## src/rtl/core/assert_macros.svh

```systemverilog
// Assertion helper macros for the RTL files; two_level_page_table_unit includes them.
// Clocked on clk_i, disabled while rst_ni is low.
`ifndef ASSERT_MACROS_SVH
`define ASSERT_MACROS_SVH
// Plain property check.
`define TLPT_ASSERT(label, prop, msg) \
  label: assert property (@(posedge clk_i) disable iff (!rst_ni) (prop)) else $error(msg);
// Implication with the consequent in the cycle after the antecedent.
`define TLPT_ASSERT_NEXT(label, ante, cons, msg) \
  label: assert property (@(posedge clk_i) disable iff (!rst_ni) (ante) |=> (cons)) \
    else $error(msg);
`endif

```

## src/rtl/core/tlpt_pkg.sv

```systemverilog
// Package for the two-level page table unit: sizes, modes, beat structs.
// No dependencies.
`timescale 1ns / 1ps
package tlpt_pkg;
  localparam int unsigned DIR_SLOTS   = 64;
  localparam int unsigned TABLE_SLOTS = 1024;
  localparam int unsigned DIR_BITS    = $clog2(DIR_SLOTS);
  localparam int unsigned TBL_BITS    = $clog2(TABLE_SLOTS);
  localparam int unsigned PAGE_BITS   = DIR_BITS + TBL_BITS;
  localparam int unsigned TOTAL_PAGES = DIR_SLOTS * TABLE_SLOTS;
  localparam int unsigned OFFSET_BITS = 12;
  localparam int unsigned FRAME_BITS  = 20;
  localparam int unsigned ENTRY_BITS  = FRAME_BITS + 3;
  localparam int unsigned CNT_BITS    = 18;

  typedef enum logic [2:0] {
    MODE_XLATE = 3'd0,
    MODE_QUERY = 3'd1,
    MODE_MAP   = 3'd2,
    MODE_UNMAP = 3'd3,
    MODE_FIND  = 3'd4
  } mode_e;

  typedef struct packed {
    logic [2:0]  mode;
    logic [15:0] virt_page;
    logic [11:0] page_offset;
    logic [19:0] phys_frame;
    logic        want_write;
    logic        want_user;
    logic [15:0] range_start_page;
    logic [16:0] range_end_page;
    logic [16:0] page_count;
  } in_t;

  typedef struct packed {
    logic [31:0] phys_addr;
    logic        ok;
    logic        can_read;
    logic        can_exec;
    logic        can_write;
    logic        user_access;
    logic        kernel_access;
    logic [15:0] found_page;
  } out_t;
endpackage

```

## src/rtl/core/tlpt_alu.sv

```systemverilog
// Shared run-count adder and threshold compare for the free-run walk.
// Depends on tlpt_pkg.
`timescale 1ns / 1ps
module tlpt_alu (
  input  logic [tlpt_pkg::CNT_BITS-1:0] a_i,
  input  logic [tlpt_pkg::CNT_BITS-1:0] b_i,
  input  logic [16:0]                   lim_i,
  output logic [tlpt_pkg::CNT_BITS-1:0] sum_o,
  output logic                          ge_o
);
  import tlpt_pkg::*;

  assign sum_o = a_i + b_i;
  assign ge_o  = sum_o >= CNT_BITS'(lim_i);
endmodule

```

## config.mk

```make
export PLATFORM = sky130hd
export DESIGN_NAME = tlpt_alu
export DESIGN_NICKNAME = d
export VERILOG_FILES = /design/src/rtl/core/assert_macros.svh /design/src/rtl/core/tlpt_pkg.sv /design/src/rtl/core/tlpt_alu.sv
export SDC_FILE = /design/constraint.sdc
export NUM_CORES = 1
export LEC_CHECK = 0
export BUFFER_PORTS_ARGS = -buffer_cell sky130_fd_sc_hd__buf_2
export CORE_MARGIN = 10
export CORE_UTILIZATION = 47
export DETAILED_ROUTE_END_ITERATION = 12
export PLACE_DENSITY_LB_ADDON = 0.08
export REMOVE_ABC_BUFFERS = 1
export SLEW_MARGIN = 20
export SYNTH_ARGS = -nofsm -noshare
export SYNTH_HDL_FRONTEND = slang
export SYNTH_SLANG_ARGS = --single-unit
```

## constraint.sdc

```tcl
create_clock -name vclk -period 5.1
set_input_delay 1.02 -clock vclk [all_inputs]
set_output_delay 1.02 -clock vclk [all_outputs]
set_load 0.1 [all_outputs]
```

==> impl_summary.log <==
INFO  metric final_number_of_setup_violating_endpoints = 0
INFO  metric post-route-period-util = 98.47%
INFO  metric required = 4.08 ns
INFO  metric p_sw = about 0.00038 W
INFO  metric synth.top_cell.area_share = 34.62%
INFO  metric mean_routed_wirelength_per_cell = 14.84 um
INFO  metric most_repeated_cell_in_the_gate_level_netlist_after_synthesis = sky130_fd_sc_hd__ha_1
INFO  metric syn2layout_area_growth = 41.85%
INFO  metric die_w = about 70 um
INFO  metric muxShareOfSynthArea = 0%
INFO  metric post_dp_cell_area = 1672 sq um
INFO  metric combPwrFrac = 100.0%
INFO  metric fraction_of_power_spent_switching_nets = ~73%
INFO  metric cellInternalPower = 0.0001423 W
INFO  metric nets_final = 333
INFO  metric synth.yosys.seq_area_share = 0%
INFO  metric core = 2477 sq um
INFO  metric timing.setup.critical_path_class = in -> out
INFO  metric worst_hold_startpoint = a_i[17]
INFO  metric dominant_combinational_cell_family_by_area_after_synthesis = adder cells
INFO  metric gp_congestion = 0.8737
INFO  metric placement_rows = 18
INFO  metric worstPathArrival = about 4.0 ns
INFO  metric remaining_drc_errors = 0
INFO  metric final-instance-count-excl-fill = 273
INFO  metric fin_crit = between 5 and 6 ns
INFO  metric n_sequential_cell = 0
INFO  metric yosys_warnings = 0
INFO  metric status = finished, final reports clean
INFO  metric hold_path_sink = sum_o[17]
INFO  metric number_of_cells_produced_by_synthesis = 164
INFO  metric dr.first_iter.drc_count = 64
INFO  metric synth_area_leaders = sky130_fd_sc_hd__ha_1 (35%), sky130_fd_sc_hd__xnor2_1 (7.1%), sky130_fd_sc_hd__a21oi_1 (6.9%), sky130_fd_sc_hd__inv_1 (5.8%), sky130_fd_sc_hd__xor2_1 (5.0%)
INFO  metric max_freq = 199.1 MHz
INFO  metric placement.io_buffers = 72
INFO  metric detailed_placement_wirelength_estimate = 3.577 mm
INFO  metric critical_path_peak_fanout = 2
INFO  metric tightest_pin_transition = between 0.5 and 0.6 ns
INFO  metric slew_margin_rel = 66.73%
INFO  metric fin_area = 1743 sq um
INFO  metric detailedRoute.firstPassIterationCount = 4
INFO  metric hold_depth = 4
INFO  metric detail-route-antenna-nets = 0
INFO  metric drt_total_wl = 4.051 mm
INFO  metric irDropWorstVdd = 374.7 uV
INFO  metric grt_max_degree = 8
INFO  metric n_antenna_cell = 0
INFO  metric max_cap_viol_count = 0
INFO  metric seqCellArea = 0 sq um
INFO  metric synth_xor_xnor_area_share = 12.12%
INFO  metric pwr_density_cell = 301.6 nW/um^2
INFO  metric number_of_global_route_vias_before_repair = 1616
INFO  metric design.portCount = 72
INFO  metric dominant_cell_type_by_area_after_synthesis = sky130_fd_sc_hd__ha_1
INFO  metric worst_setup_sp_type = input port
INFO  metric power.sequential.fraction = 0%
INFO  metric post_synth_fa_ha_maj_area_fraction = 36.25%
INFO  metric grt_util_all_layers = 14.26%
INFO  metric worst_hold_path_type = in -> out
INFO  metric post-layout-total-power = 0.0005256 W
INFO  metric initial_core_util = between 40% and 50%
INFO  metric grt_overflow_total = 0
INFO  metric compound_cell_area_share_of_the_yosys_netlist = 30.75%
INFO  metric die-area = between 5000 and 6000 sq um
INFO  metric clk_buf = 0
INFO  metric syn_area = 1229 sq um
INFO  metric place.detailed.instances = 272
INFO  metric synth_simple_gate_area_share = 15.07%
INFO  metric clock_network_fraction_of_design_power = 0%
INFO  metric netlist_top_cells_count = sky130_fd_sc_hd__ha_1 (34), sky130_fd_sc_hd__inv_1 (19), sky130_fd_sc_hd__a21oi_1 (17)
INFO  metric final_hold_violating_endpoints = 0
INFO  metric die_y = 71.13 um
INFO  metric first_pass_grt_wire_length = 6.423 mm
INFO  metric overall_via_count_from_detail_route = 1504
INFO  metric number_of_antenna_violations_at_the_first_check_in_global_routing = 0
INFO  metric crit_path_end_kind = output port
INFO  metric timing.setup.tns = 0 ns
INFO  metric timing_max_transition_violations_final = 0
INFO  metric layout-drive-gt1-share = 38.27%
INFO  metric p_leak = approximately 1 nW
INFO  metric synth.lib_cells_used.distinct = 35
INFO  metric vias_per_cell = roughly 5.5
INFO  metric syn_avg_cell_area = 7.492 sq um
layer usage:
layer | wire [um] | vias up | GRT usage (%) | share of wire (%)
met5 | 0 | - | 0 | 0
met4 | 14 | 0 | 0.4301 | 0.35
met3 | 284 | 2 | 3.347 | 7.0
met2 | 2300 | 47 | 30.37 | 57
met1 | 1451 | 686 | 13.78 | 36
li1 | - | 769 | - | -
power groups by stage:
stage / Clock (W) / Sequential, W / Combinational, W
floorplan: 0 / 0 / 0.000403
global placement: 0 / 0 / 0.000493
detailed placement: 0 / 0 / 0.000501
CTS: 0 / 0 / 0.000510
global route: 0 / 0 / 0.000560
finish: 0 / 0 / 0.000526
cell families after synthesis:
group / Yosys count
XOR/XNOR: 17
AND/OR/NAND/NOR: 35
buffers and inverters: 19
adder cells (fa/ha/maj): 35
AO/OA/AOI/OAI: 58
how the worst max path moves through the flow:
| stage | startpoint | end | cells after the start |
|---|---|---|---|
| floorplan | a_i[1] | ge_o | 12 |
| global placement | a_i[0] | ge_o | 14 |
| detailed placement | a_i[0] | ge_o | 14 |
| CTS | a_i[1] | ge_o | 14 |
| global route | a_i[1] | ge_o | 14 |
| finish | a_i[0] | ge_o | 13 |
layout make-up:
| type | count | area (sq um) |
|---|---|---|
| fill | 230 | 734.5 |
| inverter | 19 | 71.32 |
| multi-input combinational | 145 | 1206 |
| timing repair buffer | 79 | 427.9 |
| tap | 30 | 37.54 |
per-stage QoR:
| stage | utilization [%] | setup slack (ns) | hold slack (ns) |
|---|---|---|---|
| 2_1_floorplan | - | -1.337 | 2.588 |
| 3_3_place_gp | 67.47 | -0.09477 | 2.601 |
| 3_5_place_dp | 67.47 | -0.1115 | 2.608 |
| 4_1_cts | 68.33 | 0.005041 | 2.608 |
| 5_1_grt | 70.35 | -0.03308 | 2.677 |
| 6_report | 70.35 | 0.07812 | 2.643 |
worst max-delay path: stages:
cell and delay, ns:
sky130_fd_sc_hd__buf_2 0.10, sky130_fd_sc_hd__ha_2 0.19, sky130_fd_sc_hd__fa_2 0.37, sky130_fd_sc_hd__a21oi_2 0.17
sky130_fd_sc_hd__nand4b_1 0.15, sky130_fd_sc_hd__nand4b_1 0.15, sky130_fd_sc_hd__a31o_2 0.29, sky130_fd_sc_hd__a41oi_2 0.24
sky130_fd_sc_hd__xnor2_2 0.15, sky130_fd_sc_hd__ha_1 0.27, sky130_fd_sc_hd__a21oi_1 0.18, sky130_fd_sc_hd__or4b_4 0.51
sky130_fd_sc_hd__buf_12 0.18
repair_timing:
item	4_1_cts	5_1_grt
hold endpoints to repair	0	0
cloned	0	0
pin swaps	1	11
endpoints found under the setup margin	1	1
setup buffers	0	1
hold buffers	0	0
resized for setup	5	11
placed cells by master (no fill, tap or decap), drive strengths merged, types with 2 or more instances in the layout:
master,n
buf,79
ha,34
inv,19
a21oi,17
o21ai,12
nand2,11
xnor2,10
a21o,8
xor2,7
a211oi,7
nor2,6
nand3,4
nor3,3
o21a,3
nand4b,2
a31oi,2
nand4,2
and3,2
Note: power is estimated with default switching activity, not from simulation.
